<file path="src/hsc_pkg.sv">
// ----------------------------------------------------------------------------
// hsc_pkg: shared types, codes and constant helpers for the Hamming SEC codec.
// Holds the beat payload structs, the status codes and the elaboration-time
// functions that lay out the data and parity positions of a codeword.
// ----------------------------------------------------------------------------
package hsc_pkg;

    // Field widths of one beat.
    localparam int W_BITS = 63;
    localparam int W_LEN  = 6;
    localparam int W_STAT = 2;
    localparam int N_SYN  = 6;

    // Operation selector.
    localparam logic KIND_ENCODE = 1'b0;
    localparam logic KIND_DECODE = 1'b1;

    // Result status codes.
    typedef enum logic [W_STAT-1:0] {
        ST_NONE   = 2'd0,
        ST_FIXED  = 2'd1,
        ST_BEYOND = 2'd2
    } t_status;

    // One input beat.
    typedef struct packed {
        logic              kind;
        logic [W_BITS-1:0] in_bits;
        logic [W_LEN-1:0]  in_length;
    } t_item;

    // One result beat.
    typedef struct packed {
        logic [W_BITS-1:0] out_bits;
        logic [W_LEN-1:0]  out_length;
        logic [W_LEN-1:0]  syndrome;
        t_status           status;
    } t_result;

    // True when position p is a power of two (a parity position).
    function automatic bit is_pow2(input int p);
        return (p != 0) && ((p & (p - 1)) == 0);
    endfunction

    // Number of parity positions at or below position p.
    function automatic int pow2_upto(input int p);
        int cnt;
        cnt = 0;
        for (int k = 1; k <= p; k++) begin
            if (is_pow2(k)) begin
                cnt++;
            end
        end
        return cnt;
    endfunction

    // Data index carried by the non-parity position p, counted from zero.
    function automatic int data_index(input int p);
        return p - pow2_upto(p) - 1;
    endfunction

    // Codeword length built from data_len data bits within max_len positions.
    function automatic int enc_code_len(input int data_len, input int max_len);
        int n;
        n = 0;
        for (int p = 1; p <= max_len; p++) begin
            if (!is_pow2(p) && data_index(p) < data_len) begin
                n = p;
            end
        end
        return n;
    endfunction

    // Number of data bits left after stripping the parity positions up to n.
    function automatic int dec_data_len(input int n);
        return n - pow2_upto(n);
    endfunction

    // Positions whose number has bit i set.
    function automatic logic [W_BITS-1:0] pos_mask(input int i);
        logic [W_BITS-1:0] m;
        m = '0;
        for (int p = 1; p <= W_BITS; p++) begin
            m[p-1] = ((p >> i) & 1) != 0;
        end
        return m;
    endfunction

    // Positions one through n.
    function automatic logic [W_BITS-1:0] low_mask(input int n);
        logic [W_BITS-1:0] m;
        m = '0;
        for (int p = 1; p <= W_BITS; p++) begin
            m[p-1] = (p <= n);
        end
        return m;
    endfunction

endpackage

</file>
<file path="src/hsc_in_if.sv">
// ----------------------------------------------------------------------------
// hsc_in_if: input channel of the Hamming SEC codec.
// Carries valid, ready and one data word or codeword per beat.
// ----------------------------------------------------------------------------
interface hsc_in_if;
    logic                      valid;
    logic                      ready;
    logic                      kind;
    logic [hsc_pkg::W_BITS-1:0] in_bits;
    logic [hsc_pkg::W_LEN-1:0]  in_length;

    modport source (output valid, kind, in_bits, in_length, input ready);
    modport sink   (input valid, kind, in_bits, in_length, output ready);
endinterface

</file>
<file path="src/hsc_out_if.sv">
// ----------------------------------------------------------------------------
// hsc_out_if: result channel of the Hamming SEC codec.
// Carries valid, ready and one codeword or corrected data word per beat.
// ----------------------------------------------------------------------------
interface hsc_out_if;
    logic                       valid;
    logic                       ready;
    logic [hsc_pkg::W_BITS-1:0] out_bits;
    logic [hsc_pkg::W_LEN-1:0]  out_length;
    logic [hsc_pkg::W_LEN-1:0]  syndrome;
    logic [hsc_pkg::W_STAT-1:0] status;

    modport source (output valid, out_bits, out_length, syndrome, status, input ready);
    modport sink   (input valid, out_bits, out_length, syndrome, status, output ready);
endinterface

</file>
<file path="src/hsc_datapath.sv">
// ----------------------------------------------------------------------------
// hsc_datapath: encode and decode logic of the Hamming SEC codec.
// Fixed position wiring plus one XOR tree per parity bit; the encode side
// scatters data onto the codeword, the decode side checks, fixes and packs.
// ----------------------------------------------------------------------------
module hsc_datapath #(
    parameter int MAX_CODE_LEN = 63,
    parameter int PARITY_BITS  = 6
) (
    input  hsc_pkg::t_item   i_item,
    output hsc_pkg::t_result o_result
);

    localparam int NB = hsc_pkg::W_BITS;
    localparam int NL = hsc_pkg::W_LEN;
    // Data bits that fit in the widest codeword.
    localparam int N_DATA_ALL = hsc_pkg::data_index(NB) + 1;

    logic [NB-1:0]          w_in_mask;
    logic [NB-1:0]          w_data;
    logic [NB-1:0]          w_cw;
    logic [NB-1:0]          w_scatter;
    logic [NB-1:0]          w_par_word;
    logic [NB-1:0]          w_codeword;
    logic [NB-1:0]          w_flip;
    logic [NB-1:0]          w_fixed;
    logic [NB-1:0]          w_compact;
    logic [hsc_pkg::N_SYN-1:0] w_par;
    logic [hsc_pkg::N_SYN-1:0] w_syn;
    logic [NL-1:0]          w_n;
    logic [NL-1:0]          w_enc_len_tab [2**NL];
    logic [NL-1:0]          w_dec_len_tab [2**NL];
    hsc_pkg::t_status       w_status;

    // Length tables, worked out at elaboration.
    for (genvar k = 0; k < 2**NL; k++) begin : g_tab
        assign w_enc_len_tab[k] = NL'(hsc_pkg::enc_code_len(k, MAX_CODE_LEN));
        assign w_dec_len_tab[k] = NL'(hsc_pkg::dec_data_len(k));
    end

    // Drop bits at and above the given length; decode also stops at the
    // longest codeword.
    assign w_data = i_item.in_bits & w_in_mask;
    assign w_cw   = w_data & hsc_pkg::low_mask(MAX_CODE_LEN);
    assign w_n    = (i_item.in_length > NL'(MAX_CODE_LEN)) ? NL'(MAX_CODE_LEN)
                                                           : i_item.in_length;

    // Per-position wiring: length mask, data scatter and flip select.
    for (genvar p = 1; p <= NB; p++) begin : g_pos
        localparam bit IS_P2 = hsc_pkg::is_pow2(p);
        localparam int DIDX  = hsc_pkg::data_index(p);

        assign w_in_mask[p-1] = (NL'(p) <= i_item.in_length);
        assign w_flip[p-1]    = (w_status == hsc_pkg::ST_FIXED) && (w_syn == NL'(p));

        if (IS_P2 || p > MAX_CODE_LEN) begin : g_nodata
            assign w_scatter[p-1] = 1'b0;
        end else begin : g_data
            assign w_scatter[p-1] = w_data[DIDX];
        end

        if (!IS_P2) begin : g_pack
            assign w_compact[DIDX] = w_fixed[p-1];
        end
    end

    // Packed data bits above the widest data word stay clear.
    for (genvar j = N_DATA_ALL; j < NB; j++) begin : g_pack_hi
        assign w_compact[j] = 1'b0;
    end

    // Parity and syndrome trees; checks beyond the configured count read zero.
    for (genvar i = 0; i < hsc_pkg::N_SYN; i++) begin : g_chk
        if (i < PARITY_BITS) begin : g_on
            assign w_par[i] = ^(w_scatter & hsc_pkg::pos_mask(i));
            assign w_syn[i] = ^(w_cw & hsc_pkg::pos_mask(i));
        end else begin : g_off
            assign w_par[i] = 1'b0;
            assign w_syn[i] = 1'b0;
        end
    end

    // Place the parity bits on their power-of-two positions.
    always_comb begin
        w_par_word = '0;
        for (int i = 0; i < hsc_pkg::N_SYN; i++) begin
            w_par_word[(1 << i) - 1] = w_par[i];
        end
    end

    assign w_codeword = w_scatter | w_par_word;

    // Classify the syndrome.
    always_comb begin
        if (w_syn == '0) begin
            w_status = hsc_pkg::ST_NONE;
        end else if (w_syn > w_n) begin
            w_status = hsc_pkg::ST_BEYOND;
        end else begin
            w_status = hsc_pkg::ST_FIXED;
        end
    end

    assign w_fixed = w_cw ^ w_flip;

    // Select the result for the operation.
    always_comb begin
        if (i_item.kind == hsc_pkg::KIND_ENCODE) begin
            o_result.out_bits   = w_codeword;
            o_result.out_length = w_enc_len_tab[i_item.in_length];
            o_result.syndrome   = '0;
            o_result.status     = hsc_pkg::ST_NONE;
        end else begin
            o_result.out_bits   = w_compact;
            o_result.out_length = w_dec_len_tab[w_n];
            o_result.syndrome   = w_syn;
            o_result.status     = w_status;
        end
    end

endmodule

</file>
<file path="src/hamming_sec_codec_core.sv">
// ----------------------------------------------------------------------------
// hamming_sec_codec_core: variable-length Hamming single-error-correcting codec.
// Each beat carries a word of up to 63 bits (bit 0 is position 1), its length
// and an encode or decode selector. Encode lays the data on the positions that
// are not powers of two and fills in the parity bits; decode computes the
// syndrome, flips the named bit when it lies inside the word, reports a
// syndrome beyond the length, and strips the parity positions. A beat is taken
// into an input register, worked by one pass of position wiring and XOR trees,
// and held in a result register. One beat is accepted every cycle while results
// are taken; while a finished result waits to be taken, a new beat can still
// enter the input register if that is empty. No state is kept between beats.
// ----------------------------------------------------------------------------
module hamming_sec_codec_core #(
    parameter int MAX_CODE_LEN = 63,
    parameter int PARITY_BITS  = 6
) (
    input  logic             i_clk,
    input  logic             i_rst_n,
    hsc_in_if.sink           i_in,
    hsc_out_if.source        o_out
);

    logic             r_s1_valid;
    hsc_pkg::t_item   r_s1_item;
    logic             r_out_valid;
    hsc_pkg::t_result r_out;
    hsc_pkg::t_result w_result;
    logic             w_s1_go;
    logic             w_in_fire;

    // Stage one moves on when the result register is free or being emptied.
    assign w_s1_go    = !r_out_valid || o_out.ready;
    assign i_in.ready = !r_s1_valid || w_s1_go;
    assign w_in_fire  = i_in.valid && i_in.ready;

    // Input register.
    always_ff @(posedge i_clk) begin
        if (!i_rst_n) begin
            r_s1_valid <= 1'b0;
        end else if (w_in_fire) begin
            r_s1_valid <= 1'b1;
        end else if (w_s1_go) begin
            r_s1_valid <= 1'b0;
        end
        if (w_in_fire) begin
            r_s1_item.kind      <= i_in.kind;
            r_s1_item.in_bits   <= i_in.in_bits;
            r_s1_item.in_length <= i_in.in_length;
        end
    end

    hsc_datapath #(
        .MAX_CODE_LEN (MAX_CODE_LEN),
        .PARITY_BITS  (PARITY_BITS)
    ) u_datapath (
        .i_item   (r_s1_item),
        .o_result (w_result)
    );

    // Result register.
    always_ff @(posedge i_clk) begin
        if (!i_rst_n) begin
            r_out_valid <= 1'b0;
        end else if (w_s1_go) begin
            r_out_valid <= r_s1_valid;
        end
        if (w_s1_go && r_s1_valid) begin
            r_out <= w_result;
        end
    end

    assign o_out.valid      = r_out_valid;
    assign o_out.out_bits   = r_out.out_bits;
    assign o_out.out_length = r_out.out_length;
    assign o_out.syndrome   = r_out.syndrome;
    assign o_out.status     = r_out.status;

`ifndef SYNTHESIS
    // An accepted beat is always in stage one on the next cycle.
    a_fire_to_s1: assert property (@(posedge i_clk) disable iff (!i_rst_n)
        w_in_fire |=> r_s1_valid)
        else $error("accepted beat did not reach stage one");

    // A stage-one beat that moves on shows up as a result.
    a_s1_to_out: assert property (@(posedge i_clk) disable iff (!i_rst_n)
        (r_s1_valid && w_s1_go) |=> r_out_valid)
        else $error("stage-one beat lost on its way to the result register");

    // With the result register empty the input is never stalled.
    a_no_stall: assert property (@(posedge i_clk) disable iff (!i_rst_n)
        !r_out_valid |-> i_in.ready)
        else $error("input stalled while the result register is empty");

    // A fix or an out-of-range report always comes with a nonzero syndrome.
    a_syn_status: assert property (@(posedge i_clk) disable iff (!i_rst_n)
        (r_out_valid && (r_out.status == hsc_pkg::ST_FIXED
                         || r_out.status == hsc_pkg::ST_BEYOND))
        |-> (r_out.syndrome != '0))
        else $error("error status reported with a zero syndrome");
`endif

endmodule
</file>
<file path="src/flat_wrapper.sv">
// flat-port wrapper written by rule: the top's interface ports become plain ports
module hamming_sec_codec_core_flat 
#(
    parameter int MAX_CODE_LEN = 63,
    parameter int PARITY_BITS  = 6
)
  (i_clk, i_rst_n, i_in_valid, i_in_kind, i_in_in_bits, i_in_in_length, i_in_ready, o_out_valid, o_out_out_bits, o_out_out_length, o_out_syndrome, o_out_status, o_out_ready);
  hsc_in_if i_in_i ();
  hsc_out_if o_out_i ();
  input  logic i_clk;
  input  logic i_rst_n;
  input wire logic [$bits(i_in_i.valid)-1:0] i_in_valid;
  input wire logic [$bits(i_in_i.kind)-1:0] i_in_kind;
  input wire logic [$bits(i_in_i.in_bits)-1:0] i_in_in_bits;
  input wire logic [$bits(i_in_i.in_length)-1:0] i_in_in_length;
  output wire logic [$bits(i_in_i.ready)-1:0] i_in_ready;
  output wire logic [$bits(o_out_i.valid)-1:0] o_out_valid;
  output wire logic [$bits(o_out_i.out_bits)-1:0] o_out_out_bits;
  output wire logic [$bits(o_out_i.out_length)-1:0] o_out_out_length;
  output wire logic [$bits(o_out_i.syndrome)-1:0] o_out_syndrome;
  output wire logic [$bits(o_out_i.status)-1:0] o_out_status;
  input wire logic [$bits(o_out_i.ready)-1:0] o_out_ready;
  assign i_in_i.valid = i_in_valid;
  assign i_in_i.kind = i_in_kind;
  assign i_in_i.in_bits = i_in_in_bits;
  assign i_in_i.in_length = i_in_in_length;
  assign i_in_ready = i_in_i.ready;
  assign o_out_valid = o_out_i.valid;
  assign o_out_out_bits = o_out_i.out_bits;
  assign o_out_out_length = o_out_i.out_length;
  assign o_out_syndrome = o_out_i.syndrome;
  assign o_out_status = o_out_i.status;
  assign o_out_i.ready = o_out_ready;
  hamming_sec_codec_core #(.MAX_CODE_LEN(MAX_CODE_LEN), .PARITY_BITS(PARITY_BITS)) u_core (.i_clk(i_clk), .i_rst_n(i_rst_n), .i_in(i_in_i), .o_out(o_out_i));
endmodule
</file>
<file path="config.mk">
export PLATFORM = sky130hd
export DESIGN_NAME = hamming_sec_codec_core_flat
export DESIGN_NICKNAME = d
export VERILOG_FILES = /design/src/hsc_pkg.sv /design/src/hsc_in_if.sv /design/src/hsc_out_if.sv /design/src/hsc_datapath.sv /design/src/hamming_sec_codec_core.sv /design/src/flat_wrapper.sv
export SDC_FILE = /design/constraint.sdc
export NUM_CORES = 1
export LEC_CHECK = 0
export ABC_AREA = 1
export BUFFER_PORTS_ARGS = -buffer_cell sky130_fd_sc_hd__clkbuf_2
export CORE_MARGIN = 1
export CORE_UTILIZATION = 35
export DETAILED_ROUTE_END_ITERATION = 10
export HOLD_SLACK_MARGIN = 0.1
export PLACE_DENSITY = 0.57
export SYNTH_ARGS = -nofsm -noshare
export SYNTH_HDL_FRONTEND = slang
export SYNTH_SLANG_ARGS = --single-unit
</file>
<file path="constraint.sdc">
create_clock -name i_clk -period 6.4 [get_ports i_clk]
set_clock_uncertainty 0.15 [all_clocks]
set_input_delay 0.96 -clock i_clk [delete_from_list [all_inputs] [get_ports i_clk]]
set_output_delay 0.96 -clock i_clk [all_outputs]
set_load 0.01 [all_outputs]
</file>
==> run_summary.xml, run 1 <==
<?xml version="1.0" encoding="UTF-8"?>
<metrics>
  <group name="status">
    <metric name="status" unit="">completed</metric>
  </group>
  <group name="final_layout">
    <metric name="flow.area_growth_from_synthesis" unit="%">14.8</metric>
    <metric name="drive_above_1_share" unit="%">12.2</metric>
    <metric name="final_design_area_no_fill" unit="µm²">14500</metric>
    <metric name="nNetsFinal" unit="">2145</metric>
    <metric name="antennaDiodeCount" unit="">0</metric>
  </group>
  <group name="power">
    <metric name="portion_of_total_power_attributed_to_combinational_logic" unit="%">40.9</metric>
    <metric name="p_sw" unit="mW">1.59</metric>
    <metric name="power.share.sequential" unit="%">31.8</metric>
    <metric name="cellLeakagePower" unit="nW">7.21</metric>
    <metric name="switching_share" unit="%">41.8</metric>
    <metric name="intPower" unit="mW">2.20</metric>
    <metric name="share_clk_of_total_power" unit="%">27.3</metric>
    <metric name="power.density_cell_area" unit="nW/µm²">261</metric>
    <metric name="peakVddDrop" unit="µV">216</metric>
  </group>
  <group name="timing">
    <metric name="tns" unit="ns">0</metric>
    <metric name="setup-violations-final" unit="">0</metric>
    <metric name="final_min_period_over_clock_period" unit="%">93.0</metric>
    <metric name="timing.slew.headroom" unit="%">37.0</metric>
    <metric name="achievable-frequency" unit="MHz">168</metric>
    <metric name="rsz0062_at_grt" unit="">false</metric>
    <metric name="final_hold_viol_count" unit="">0</metric>
    <metric name="worst_slew_pin_slew" unit="ns">0.945</metric>
    <metric name="maxSlewViolCount" unit="">0</metric>
    <metric name="timing.hold.ws" unit="ns">0.380</metric>
    <metric name="finalWorstPathRequiredPeriod" unit="ns">5.95</metric>
  </group>
  <group name="drt">
    <metric name="drt_drc_violations_left" unit="">0</metric>
    <metric name="detailedRoute.firstPassIterationCount" unit="">6</metric>
    <metric name="routed_via_density" unit="">5.42</metric>
    <metric name="via_count" unit="">13714</metric>
    <metric name="drt_first_iter_violations" unit="">1471</metric>
    <metric name="totalWireLength" unit="µm">50000</metric>
    <metric name="routed_wire_length_per_instance" unit="µm">19.8</metric>
    <metric name="detail-route-antenna-nets" unit="">0</metric>
  </group>
  <group name="floorplan">
    <metric name="die_area" unit="µm²">36900</metric>
    <metric name="die_x" unit="µm">192</metric>
    <metric name="floorplan.initialDensity" unit="%">35.6</metric>
    <metric name="chipHeight" unit="µm">192</metric>
    <metric name="core_footprint" unit="µm²">35600</metric>
    <metric name="io_pins" unit="">153</metric>
    <metric name="placementRows" unit="">69</metric>
  </group>
  <group name="placed_design">
    <metric name="io_buffers" unit="">152</metric>
    <metric name="placed_area" unit="µm²">13900</metric>
    <metric name="routabilityCongestion" unit="">0.960</metric>
    <metric name="dpl_wire_length" unit="µm">39900</metric>
  </group>
  <group name="global_route">
    <metric name="gr-usage-all-layers" unit="%">27.4</metric>
    <metric name="largest_net_degree_at_the_start_of_global_routing" unit="">102</metric>
    <metric name="grt_residual_overflow" unit="">0</metric>
    <metric name="number_of_antenna_violations_at_the_first_check_in_global_routing" unit="">0</metric>
    <metric name="number_of_global_route_vias_before_repair" unit="">12246</metric>
    <metric name="grt_pass1_wl" unit="µm">74100</metric>
  </group>
  <group name="synthesis">
    <metric name="synth_seq_area_share" unit="%">35.2</metric>
    <metric name="post_synth_inst_count" unit="">1921</metric>
    <metric name="area_fraction_in_and_or_nand_and_nor_cells_after_synthesis" unit="%">46.3</metric>
    <metric name="yosys-mux-area-fraction" unit="%">0</metric>
    <metric name="synth-compound-area-share" unit="%">3.04</metric>
    <metric name="synth-xor-area-share" unit="%">7.26</metric>
    <metric name="yosys.area_share.adder" unit="%">1.58</metric>
    <metric name="netlist-cell-type-count" unit="">39</metric>
    <metric name="synth-warning-count" unit="">0</metric>
    <metric name="ys_ff_latch" unit="">149</metric>
    <metric name="postSynthAreaPerCell" unit="µm²">6.59</metric>
    <metric name="synth_top_family_by_area" unit="">simple AND/OR/NAND/NOR gates</metric>
    <metric name="synthesis.area" unit="µm²">12700</metric>
    <metric name="syn_nets" unit="">2011</metric>
  </group>
  <group name="setup_path">
    <metric name="critical_path.reg2reg.startpoint" unit="">u_core.r_s1_item[2]</metric>
    <metric name="start_kind" unit="">register</metric>
    <metric name="worstPathRequired" unit="ns">6.57</metric>
    <metric name="criticalPathCategory" unit="">register to register</metric>
    <metric name="rrSetupSlack" unit="ns">0.45</metric>
    <metric name="worst_ep_arrival_time" unit="ns">6.12</metric>
    <metric name="r2r_end" unit="">u_core.o_out.out_bits[55]</metric>
    <metric name="length_in_cells_of_the_worst_reg_to_reg_path" unit="">27</metric>
    <metric name="crit_path_max_fanout" unit="">101</metric>
    <metric name="cp-end-kind" unit="">register</metric>
  </group>
  <group name="clock_network">
    <metric name="cts_setup_buffers" unit="">0</metric>
    <metric name="tritoncts_clock_tree" unit="">built</metric>
    <metric name="cts_made_buffers" unit="">17</metric>
    <metric name="max-clock-path-buffers" unit="">2</metric>
    <metric name="max_h_tree_level" unit="">4</metric>
    <metric name="cts_sinks" unit="">149</metric>
    <metric name="worst_skew_pair.late_latency" unit="ns">0.46</metric>
    <metric name="clockRootBuffer" unit="">clkbuf_16</metric>
    <metric name="worst_setup_hold_path_clk_slew" unit="ns">0.06</metric>
  </group>
  <group name="worst_hold_path">
    <metric name="timing.hold.worst_path_depth" unit="">2</metric>
    <metric name="hold_path.startpoint" unit="">u_core.o_out.valid</metric>
    <metric name="hold_path_end" unit="">u_core.o_out.valid</metric>
    <metric name="min_path_type" unit="">register to register</metric>
  </group>
  <group name="job">
    <metric name="max-cap-violations" unit="">0</metric>
  </group>
</metrics>
[area by class of cell]
cell class | instances | area [µm²]
inverter | 137 | 518
fill | 3796 | 21000
timing repair buffer | 180 | 996
sequential | 149 | 4450
clock inverter | 13 | 158
tap | 461 | 577
clock buffer | 19 | 433
multi-input combinational | 1570 | 7390
[registers in the layout (all words and copies together), names as in the netlist]
| register | cells |
|---|---|
| u_core.o_out.out_bits | 63 |
| u_core.o_out.valid | 1 |
| u_core.r_s1_valid | 1 |
| u_core.o_out.status | 2 |
| u_core.r_s1_item | 70 |
| u_core.o_out.out_length | 6 |
| u_core.o_out.syndrome | 6 |
[power by group through the flow]
stage | Clock, mW | Sequential (mW) | Combinational, mW
after floorplan | 0 | 1.23 | 1.03
final | 1.03 | 1.20 | 1.55
after CTS | 1.06 | 1.20 | 1.52
after detailed placement | 0 | 1.23 | 1.52
after global routing | 1.09 | 1.21 | 1.70
after global placement | 0 | 1.22 | 1.51
[what timing repair did]
item                       CTS  global route
gates resized for setup      0             1
setup endpoints to repair    0             1
hold buffers                 0             0
[metrics by stage]
step                total power [mW]  instances  utilization, %  setup slack, ns
detailed placement              2.75       2497            39.2            0.484
global placement                2.73       2497            39.2            0.424
finish                          3.79       2529            40.8            0.449
CTS                             3.79       2529            40.8            0.456
floorplan                       2.26       1921               -            0.981
global route                    4.00       2529            40.8          0.00783
[worst max-delay path, stage by stage (launching register included)]
cell	delay, ns
edfxtp_1	0.68
clkinvlp_4	0.51
ha_1	0.45
inv_1	0.11
nor2_1	0.07
nand2_1	0.09
nand2_1	0.17
nand2_1	0.41
nand2_1	0.13
nand3_1	0.16
nand3_1	0.11
nand2_1	0.11
nand3_1	0.14
nand2_1	0.13
nand2_1	0.06
nand2_1	0.14
nand2_1	0.11
nand2_1	0.19
inv_1	0.09
ha_1	0.29
nand3_1	0.14
nor2_1	0.10
o32ai_4	0.29
buf_12	0.39
nand3_1	0.20
nand2_1	0.15
nand3_1	0.09
nand2_1	0.11
[synth_stat cells (all sizes together)]
| library cell | instances | area share (%) |
|---|---|---|
| clkinv | 4 | 0.12 |
| a21boi | 3 | 0.21 |
| o32ai | 1 | 0.069 |
| clkbuf | 32 | 0.95 |
| o221ai | 2 | 0.14 |
| a221oi | 2 | 0.14 |
| a31oi | 1 | 0.049 |
| o21ai | 24 | 0.95 |
| nand4 | 74 | 3.7 |
| nand2 | 827 | 25 |
| o211ai | 3 | 0.18 |
| a41oi | 1 | 0.069 |
| inv | 133 | 3.9 |
| or2 | 1 | 0.049 |
| o22ai | 3 | 0.15 |
| xnor2 | 25 | 1.7 |
| nor2 | 152 | 4.7 |
| ha | 16 | 1.6 |
| and2 | 1 | 0.049 |
| o21bai | 1 | 0.059 |
| nor3 | 1 | 0.039 |
| xor2 | 80 | 5.5 |
| nor4 | 1 | 0.049 |
| edfxtp | 147 | 35 |
| nand3 | 327 | 13 |
| a21oi | 24 | 1.0 |
| buf | 33 | 1.7 |
| dfxtp | 2 | 0.32 |
[cells in the final DEF (no fill, tap or decap), types with 3 or more instances in the layout]
cell,count
nand2_1,821
nand3_1,322
clkbuf_2,152
edfxtp_1,147
nor2_1,146
inv_1,114
xor2_1,80
nand4_1,74
buf_4,26
xnor2_1,25
a21oi_1,20
inv_2,18
o21ai_0,18
clkbuf_16,17
ha_1,16
clkinvlp_4,7
o21ai_1,6
nand2_2,6
nor2_2,5
clkinv_1,5
nand3_2,5
a21oi_2,3
o211ai_1,3
o22ai_1,3
bufinv_16,3
[cell families after synthesis]
group / Yosys count
simple gates: 1384
buf+inv: 202
flops: 149
xor+xnor: 105
compound gates: 65
fa+ha+maj: 16
[worst max path at each step]
stage | startpoint | end | slack [ns] | depth (start not counted)
global route | u_core.r_s1_item[2] | u_core.o_out.out_bits[55] | 0.008 | 27
finish | u_core.r_s1_item[2] | u_core.o_out.out_bits[55] | 0.45 | 27
floorplan | o_out_ready | u_core.o_out.out_bits[0] | 0.98 | 2
CTS | u_core.r_s1_item[2] | u_core.o_out.out_bits[55] | 0.46 | 28
global placement | u_core.r_s1_item[2] | u_core.o_out.out_bits[55] | 0.42 | 28
detailed placement | u_core.r_s1_item[2] | u_core.o_out.out_bits[55] | 0.48 | 28
[routing by layer]
layer  track usage [%]  vias to the layer above  wire [µm]
li1                  -                     6608          -
met1              38.7                     6308      22500
met2              40.8                      694      21200
met3              4.22                      104       4180
met4              12.7                        0       2210
met5                 0                        -          0
(Power assumes the default switching activity.)
==> run 2: changes to the inputs <==
--- a/config.mk
+++ b/config.mk
@@ -5,13 +5,13 @@
 export SDC_FILE = /design/constraint.sdc
 export NUM_CORES = 1
 export LEC_CHECK = 0
-export ABC_AREA = 1
 export BUFFER_PORTS_ARGS = -buffer_cell sky130_fd_sc_hd__clkbuf_2
 export CORE_MARGIN = 1
-export CORE_UTILIZATION = 35
+export CORE_UTILIZATION = 45
+export CTS_BUF_LIST = sky130_fd_sc_hd__clkbuf_4 sky130_fd_sc_hd__clkbuf_8
 export DETAILED_ROUTE_END_ITERATION = 10
 export HOLD_SLACK_MARGIN = 0.1
-export PLACE_DENSITY = 0.57
+export PLACE_DENSITY = 0.69
 export SYNTH_ARGS = -nofsm -noshare
 export SYNTH_HDL_FRONTEND = slang
 export SYNTH_SLANG_ARGS = --single-unit
==> run_summary.xml, run 2 <==
<?xml version="1.0" encoding="UTF-8"?>
<metrics>
  <group name="job">
    <metric name="max-cap-violations" unit="">0</metric>
  </group>
  <group name="timing">
    <metric name="rsz0062_at_grt" unit="">false</metric>
    <metric name="timing.slew.headroom" unit="%">34.8</metric>
    <metric name="timing.hold.ws" unit="ns">0.380</metric>
    <metric name="final_hold_viol_count" unit="">0</metric>
    <metric name="finalWorstPathRequiredPeriod" unit="ns">6.25</metric>
    <metric name="worst_slew_pin_slew" unit="ns">0.977</metric>
    <metric name="tns" unit="ns">0</metric>
    <metric name="setup-violations-final" unit="">0</metric>
    <metric name="maxSlewViolCount" unit="">0</metric>
    <metric name="achievable-frequency" unit="MHz">160</metric>
    <metric name="final_min_period_over_clock_period" unit="%">97.6</metric>
  </group>
  <group name="drt">
    <metric name="drt_first_iter_violations" unit="">1394</metric>
    <metric name="routed_via_density" unit="">6.42</metric>
    <metric name="via_count" unit="">9291</metric>
    <metric name="totalWireLength" unit="µm">35700</metric>
    <metric name="routed_wire_length_per_instance" unit="µm">24.6</metric>
    <metric name="detail-route-antenna-nets" unit="">0</metric>
    <metric name="drt_drc_violations_left" unit="">0</metric>
    <metric name="detailedRoute.firstPassIterationCount" unit="">5</metric>
  </group>
  <group name="setup_path">
    <metric name="r2r_end" unit="">u_core.o_out.out_bits[28]</metric>
    <metric name="length_in_cells_of_the_worst_reg_to_reg_path" unit="">19</metric>
    <metric name="cp_slowest_stage_delay" unit="ns">0.60</metric>
    <metric name="worstPathRequired" unit="ns">6.47</metric>
    <metric name="critical_path.slowest_cell" unit="">xnor3_1</metric>
    <metric name="start_kind" unit="">register</metric>
    <metric name="cp-end-kind" unit="">register</metric>
    <metric name="path_cells" unit="">ha_1 &gt; buf_4 &gt; or3_1 &gt; and2_1 &gt; o211ai_2 &gt; xnor2_1 &gt; xnor2_1 &gt; xnor3_1 &gt; nand2_1 &gt; nand2_1 &gt; ha_1 &gt; a21o_1 &gt; a21oi_1 &gt; o21ai_0 &gt; o21ai_0 &gt; nand2_1 &gt; and2b_1 &gt; buf_4 &gt; a311o_1</metric>
    <metric name="criticalPathCategory" unit="">register to register</metric>
    <metric name="path_common_cell" unit="">nand2_1</metric>
    <metric name="rrSetupSlack" unit="ns">0.15</metric>
    <metric name="critical_path.reg2reg.startpoint" unit="">u_core.r_s1_item[0]</metric>
    <metric name="worst_ep_arrival_time" unit="ns">6.32</metric>
    <metric name="crit_path_max_fanout" unit="">15</metric>
  </group>
  <group name="final_layout">
    <metric name="final_design_area_no_fill" unit="µm²">12100</metric>
    <metric name="final_core_util" unit="%">53.2</metric>
    <metric name="nNetsFinal" unit="">1212</metric>
    <metric name="drive_above_1_share" unit="%">25.2</metric>
    <metric name="antennaDiodeCount" unit="">0</metric>
    <metric name="layout.cells.most_common" unit="">clkbuf_2</metric>
    <metric name="most-common-layout-cells" unit="">clkbuf_2, edfxtp_1, nor2_1, xnor2_1, buf_4</metric>
    <metric name="n_fill_cell" unit="">2026</metric>
    <metric name="flow.area_growth_from_synthesis" unit="%">15.4</metric>
    <metric name="largest_register_ffs" unit="">70</metric>
    <metric name="largest_register" unit="">u_core.r_s1_item</metric>
  </group>
  <group name="power">
    <metric name="power.density_cell_area" unit="nW/µm²">368</metric>
    <metric name="cellLeakagePower" unit="nW">4.68</metric>
    <metric name="peakVddDrop" unit="µV">231</metric>
  </group>
  <group name="synthesis">
    <metric name="synth_top_area_share" unit="%">42.0</metric>
    <metric name="synthesis.area" unit="µm²">10500</metric>
    <metric name="most_frequent_cell_after_synthesis" unit="">edfxtp_1</metric>
    <metric name="most_frequent_cells_after_synthesis" unit="">edfxtp_1, nor2_1, xnor2_1, nand2_1, a311o_1</metric>
    <metric name="synthArstFlopShare" unit="%">0</metric>
    <metric name="netlist-cell-type-count" unit="">84</metric>
    <metric name="post_synth_inst_count" unit="">968</metric>
    <metric name="syn_nets" unit="">1058</metric>
    <metric name="ys_ff_latch" unit="">149</metric>
    <metric name="yosys.area.top_type" unit="">edfxtp_1</metric>
    <metric name="synth.top_cells.by_area" unit="">edfxtp_1, xnor2_1, a311o_1</metric>
    <metric name="synth_enable_flop_cells" unit="">147</metric>
    <metric name="postSynthAreaPerCell" unit="µm²">10.8</metric>
    <metric name="synth-warning-count" unit="">0</metric>
    <metric name="synth_seq_area_share" unit="%">42.4</metric>
    <metric name="synth_flop_cell" unit="">edfxtp_1</metric>
  </group>
  <group name="floorplan">
    <metric name="die_area" unit="µm²">23900</metric>
    <metric name="die_x" unit="µm">155</metric>
    <metric name="chipHeight" unit="µm">155</metric>
    <metric name="core_footprint" unit="µm²">22800</metric>
    <metric name="io_pins" unit="">153</metric>
    <metric name="placementRows" unit="">55</metric>
    <metric name="floorplan.initialDensity" unit="%">46.1</metric>
  </group>
  <group name="clock_network">
    <metric name="clockRootBuffer" unit="">clkbuf_8</metric>
    <metric name="tritoncts_clock_tree" unit="">built</metric>
    <metric name="worst_skew_pair.late_latency" unit="ns">0.48</metric>
    <metric name="max_h_tree_level" unit="">4</metric>
    <metric name="max-clock-path-buffers" unit="">2</metric>
    <metric name="cts_sinks" unit="">149</metric>
    <metric name="worst_setup_hold_path_clk_slew" unit="ns">0.09</metric>
    <metric name="cts_made_buffers" unit="">17</metric>
  </group>
  <group name="placed_design">
    <metric name="placed_area" unit="µm²">11700</metric>
    <metric name="io_buffers" unit="">152</metric>
    <metric name="dpl_wire_length" unit="µm">26600</metric>
    <metric name="routabilityCongestion" unit="">1.04</metric>
  </group>
  <group name="status">
    <metric name="status" unit="">completed</metric>
  </group>
  <group name="global_route">
    <metric name="number_of_global_route_vias_before_repair" unit="">8413</metric>
    <metric name="gr-usage-all-layers" unit="%">30.0</metric>
    <metric name="grt_pass1_wl" unit="µm">52800</metric>
    <metric name="largest_net_degree_at_the_start_of_global_routing" unit="">78</metric>
    <metric name="grt_residual_overflow" unit="">0</metric>
    <metric name="number_of_antenna_violations_at_the_first_check_in_global_routing" unit="">0</metric>
  </group>
  <group name="worst_hold_path">
    <metric name="timing.hold.worst_path_depth" unit="">1</metric>
    <metric name="min_path_type" unit="">register to register</metric>
    <metric name="hold_path.startpoint" unit="">u_core.r_s1_valid</metric>
    <metric name="hold_path_end" unit="">u_core.o_out.valid</metric>
  </group>
</metrics>
==> run 2: cell count changes after synthesis, moves of 25 or more <==
cell / change
a311oi_1: +49
and2_1: +25
xor2_1: -54
nand3_1: -295
nand2_1: -765
inv_1: -101
nand4_1: -71
a311o_1: +55
nor2_1: -57
xnor2_1: +61
==> run 2: through the flow <==
step	total power, mW	std cells	setup slack [ns]
after floorplan	2.87	968	0.836
after global placement	3.65	1414	0.161
after detailed placement	3.64	1414	0.273
after CTS	4.37	1446	0.229
after global routing	4.59	1448	0.117
final	4.46	1448	0.153
==> run 2: cell families (layout without fill, tap and decap cells) <==
group / after synthesis / in the layout / share of synthesized area [%]
xor gates and xnor gates: 142 / 142 / 15.7
muxes: 16 / 16 / 1.79
and+or+nand+nor: 261 / 261 / 12.2
buffers and inverters: 96 / 263 / 4.24
AOI/OAI and AO/OA: 286 / 286 / 21.5
DFF: 149 / 149 / 42.4
adders and majority gates: 18 / 18 / 2.10
==> run 2: critical path: cells and delay by family (launching register included) <==
kind / cells / cell delay [ns]
XOR/XNOR: 3 / 1.20
AND/OR/NAND/NOR: 6 / 1.61
buffers and inverters: 2 / 0.48
AO/OA/AOI/OAI: 6 / 1.27
flip-flops: 1 / 0.55
adder cells (fa/ha/maj): 2 / 0.74
==> run 2: worst max-delay path by stage <==
| stage | from | end | slack (ns) | depth (start not counted) |
|---|---|---|---|---|
| 2_1_floorplan | u_core.r_s1_item[0] | u_core.o_out.out_bits[10] | 0.84 | 22 |
| 3_3_place_gp | u_core.r_s1_item[0] | u_core.o_out.out_bits[43] | 0.16 | 19 |
| 3_5_place_dp | u_core.r_s1_item[0] | u_core.o_out.out_bits[28] | 0.27 | 19 |
| 4_1_cts | u_core.r_s1_item[0] | u_core.o_out.out_bits[28] | 0.23 | 19 |
| 5_1_grt | u_core.r_s1_item[0] | u_core.o_out.out_bits[28] | 0.12 | 19 |
| 6_report | u_core.r_s1_item[0] | u_core.o_out.out_bits[28] | 0.15 | 19 |
==> run 2: where the power goes <==
group / internal (mW) / switching, mW / total (mW)
sequential: 1.18 / 0.0407 / 1.22
combinational: 0.865 / 1.64 / 2.51
clock: 0.316 / 0.416 / 0.732
total: 2.36 / 2.10 / 4.46
==> run 2: repair_timing <==
action,4_1_cts,5_1_grt
hold buffers,0,0
gates resized for setup,0,1
endpoints found under the setup margin,0,15
buffers inserted,0,2
==> run 2: layout make-up <==
cell class	instances	area, µm²	area share [%]
Timing Repair Buffer	211	1200	9.93
Inverter	20	77.6	0.640
Clock buffer	17	234	1.93
Sequential cell	149	4450	36.8
Clock inverter	15	144	1.19
Tap cell	313	392	3.23
Multi-Input combinational cell	723	5610	46.3
==> run 2: per-layer routing <==
layer  track usage, %  share of wire, %  vias up
met5                0                 0        -
met1             42.3                41     4360
li1                 -                 -     4031
met3             6.89                12      135
met2             44.0                43      765
met4             13.4               4.6        0
==> run 3: changes to the inputs <==
--- a/config.mk
+++ b/config.mk
@@ -6,12 +6,13 @@
 export NUM_CORES = 1
 export LEC_CHECK = 0
 export BUFFER_PORTS_ARGS = -buffer_cell sky130_fd_sc_hd__clkbuf_2
-export CORE_MARGIN = 1
+export CORE_MARGIN = 1.5
 export CORE_UTILIZATION = 45
-export CTS_BUF_LIST = sky130_fd_sc_hd__clkbuf_4 sky130_fd_sc_hd__clkbuf_8
+export CTS_BUF_LIST = sky130_fd_sc_hd__clkbuf_8
 export DETAILED_ROUTE_END_ITERATION = 10
 export HOLD_SLACK_MARGIN = 0.1
 export PLACE_DENSITY = 0.69
+export REMOVE_ABC_BUFFERS = 1
 export SYNTH_ARGS = -nofsm -noshare
 export SYNTH_HDL_FRONTEND = slang
 export SYNTH_SLANG_ARGS = --single-unit
==> run_summary.xml, run 3 (synthesized netlist as in run 2, its figures left out) <==
<?xml version="1.0" encoding="UTF-8"?>
<metrics>
  <group name="setup_path">
    <metric name="crit_path_max_fanout" unit="">15</metric>
    <metric name="rrSetupSlack" unit="ns">0.28</metric>
    <metric name="start_kind" unit="">register</metric>
    <metric name="critical_path.reg2reg.startpoint" unit="">u_core.r_s1_item[1]</metric>
    <metric name="cp-end-kind" unit="">register</metric>
    <metric name="crit_start" unit="">u_core.r_s1_item[1]</metric>
    <metric name="path_cells" unit="">ha_1 &gt; or2_1 &gt; nor3b_2 &gt; xor2_1 &gt; xnor3_1 &gt; xnor2_1 &gt; xnor3_1 &gt; nand2b_1 &gt; nand2_1 &gt; ha_1 &gt; a21o_1 &gt; a21oi_1 &gt; o21ai_0 &gt; o21ai_0 &gt; nand2_1 &gt; and2b_1 &gt; a311o_1</metric>
    <metric name="worstPathRequired" unit="ns">6.58</metric>
    <metric name="criticalPathCategory" unit="">register to register</metric>
    <metric name="length_in_cells_of_the_worst_reg_to_reg_path" unit="">17</metric>
    <metric name="cp_slowest_stage_delay" unit="ns">0.72</metric>
    <metric name="critical_path.slowest_cell" unit="">and2b_1</metric>
    <metric name="worst_setup_path_endpoint" unit="">u_core.o_out.out_bits[5]</metric>
    <metric name="worst_ep_arrival_time" unit="ns">6.30</metric>
    <metric name="r2r_end" unit="">u_core.o_out.out_bits[5]</metric>
  </group>
  <group name="clock_network">
    <metric name="max_h_tree_level" unit="">4</metric>
    <metric name="clockRootBuffer" unit="">clkbuf_8</metric>
    <metric name="worst_setup_hold_path_clk_slew" unit="ns">0.09</metric>
    <metric name="worst_skew_pair.late_latency" unit="ns">0.46</metric>
    <metric name="cts_setup_buffers" unit="">0</metric>
    <metric name="cts_sinks" unit="">149</metric>
    <metric name="tritoncts_clock_tree" unit="">built</metric>
    <metric name="cts_hold_buffers" unit="">0</metric>
    <metric name="max-clock-path-buffers" unit="">2</metric>
    <metric name="post_cts_resized" unit="">0</metric>
    <metric name="cts_made_buffers" unit="">17</metric>
  </group>
  <group name="worst_hold_path">
    <metric name="min_path_type" unit="">register to register</metric>
  </group>
  <group name="placed_design">
    <metric name="io_buffers" unit="">152</metric>
    <metric name="routabilityCongestion" unit="">0.988</metric>
    <metric name="dpl.cell_count" unit="">1413</metric>
    <metric name="placed_area" unit="µm²">11700</metric>
    <metric name="dpl_wire_length" unit="µm">25900</metric>
    <metric name="post-place-ws" unit="ns">0.487</metric>
  </group>
  <group name="drt">
    <metric name="drt_drc_violations_left" unit="">0</metric>
    <metric name="detail-route-antenna-nets" unit="">0</metric>
    <metric name="routed_wire_length_per_instance" unit="µm">23.9</metric>
    <metric name="detailedRoute.firstPassIterationCount" unit="">6</metric>
    <metric name="routed_via_density" unit="">6.22</metric>
    <metric name="drt_first_iter_violations" unit="">1187</metric>
    <metric name="totalWireLength" unit="µm">34500</metric>
    <metric name="via_count" unit="">8983</metric>
  </group>
  <group name="global_route">
    <metric name="number_of_global_route_vias_before_repair" unit="">8265</metric>
    <metric name="number_of_antenna_violations_at_the_first_check_in_global_routing" unit="">0</metric>
    <metric name="grt_residual_overflow" unit="">0</metric>
    <metric name="gr-usage-all-layers" unit="%">28.4</metric>
    <metric name="grt_pass1_wl" unit="µm">50600</metric>
    <metric name="largest_net_degree_at_the_start_of_global_routing" unit="">71</metric>
  </group>
  <group name="final_layout">
    <metric name="n_fill_cell" unit="">2039</metric>
    <metric name="largest_register" unit="">u_core.r_s1_item</metric>
    <metric name="layout.cells.most_common" unit="">clkbuf_2</metric>
    <metric name="flow.area_growth_from_synthesis" unit="%">15.2</metric>
    <metric name="nNetsFinal" unit="">1209</metric>
    <metric name="largest_register_ffs" unit="">70</metric>
    <metric name="most-common-layout-cells" unit="">clkbuf_2, edfxtp_1, nor2_1, xnor2_1, nand2_1</metric>
    <metric name="sequential_cell_area" unit="µm²">4450</metric>
    <metric name="drive_above_1_share" unit="%">24.9</metric>
    <metric name="final-instance-count-excl-fill" unit="">1445</metric>
    <metric name="multiInputGateArea" unit="µm²">5610</metric>
    <metric name="final_core_util" unit="%">53.1</metric>
    <metric name="antennaDiodeCount" unit="">0</metric>
    <metric name="final_design_area_no_fill" unit="µm²">12100</metric>
  </group>
  <group name="timing">
    <metric name="final_min_period_over_clock_period" unit="%">95.7</metric>
    <metric name="worst_slew_pin_slew" unit="ns">0.977</metric>
    <metric name="finalWorstPathRequiredPeriod" unit="ns">6.12</metric>
    <metric name="final_hold_viol_count" unit="">0</metric>
    <metric name="timing.slew.headroom" unit="%">34.2</metric>
    <metric name="timing.hold.ws" unit="ns">0.389</metric>
    <metric name="setup-violations-final" unit="">0</metric>
    <metric name="achievable-frequency" unit="MHz">163</metric>
    <metric name="tns" unit="ns">0</metric>
    <metric name="final_critical_path_setup_slack" unit="ns">0.276</metric>
    <metric name="rsz0062_at_grt" unit="">false</metric>
    <metric name="maxSlewViolCount" unit="">0</metric>
  </group>
  <group name="floorplan">
    <metric name="core_footprint" unit="µm²">22800</metric>
    <metric name="chipHeight" unit="µm">156</metric>
    <metric name="die_x" unit="µm">156</metric>
    <metric name="die_area" unit="µm²">24300</metric>
    <metric name="placementRows" unit="">55</metric>
    <metric name="io_pins" unit="">153</metric>
    <metric name="floorplan.initialDensity" unit="%">46.1</metric>
  </group>
  <group name="job">
    <metric name="max-cap-violations" unit="">0</metric>
  </group>
  <group name="power">
    <metric name="peakVddDrop" unit="µV">287</metric>
    <metric name="cellLeakagePower" unit="nW">4.67</metric>
    <metric name="power.density_cell_area" unit="nW/µm²">364</metric>
    <metric name="design_power_total" unit="mW">4.40</metric>
  </group>
  <group name="status">
    <metric name="status" unit="">completed</metric>
  </group>
</metrics>
run 3: cell count changes in the layout (fill, tap and decap cells not counted):
cell	change
buf_4	-3
inv_6	-2
clkinv_2	+1
clkinv_4	+1
clkinvlp_4	-1
inv_8	+1
o21ai_1	+1
o21ai_2	-1
run 3: routing by layer:
metal	vias up	global-route usage, %	wire, µm
met5	-	0	0
met4	0	12.8	1460
met3	95	6.42	3510
li1	4031	-	-
met2	564	43.5	15200
met1	4293	38.5	14300
run 3: final cells by class:
| class | instances | area share [%] |
|---|---|---|
| clock buffers | 17 | 1.94 |
| clock inverters | 15 | 1.19 |
| inverters | 20 | 0.642 |
| multi-input cells | 723 | 46.4 |
| flip-flops and latches | 149 | 36.8 |
| well taps | 313 | 3.24 |
| repair buffers | 208 | 9.77 |
run 3: worst min path at each step:
stage,from,end,slack (ns),depth (start not counted)
floorplan,u_core.r_s1_valid,u_core.o_out.valid,0.33,1
global route,u_core.r_s1_valid,u_core.o_out.valid,0.43,1
global placement,u_core.r_s1_valid,u_core.o_out.valid,0.36,1
CTS,u_core.r_s1_valid,u_core.o_out.valid,0.40,1
finish,u_core.r_s1_valid,u_core.o_out.valid,0.39,1
detailed placement,u_core.r_s1_valid,u_core.o_out.valid,0.37,1
run 3: critical path, delay by kind of cell, from the launching register on:
kind,cells,cell delay (ns)
compound gates,5,0.86
xor+xnor,4,1.29
fa+ha+maj,2,0.90
flops,1,0.53
simple gates,6,2.24
run 3: power by group:
part	internal, mW	switching [mW]
clock network	0.316	0.411
logic	0.859	1.59
registers	1.18	0.0383
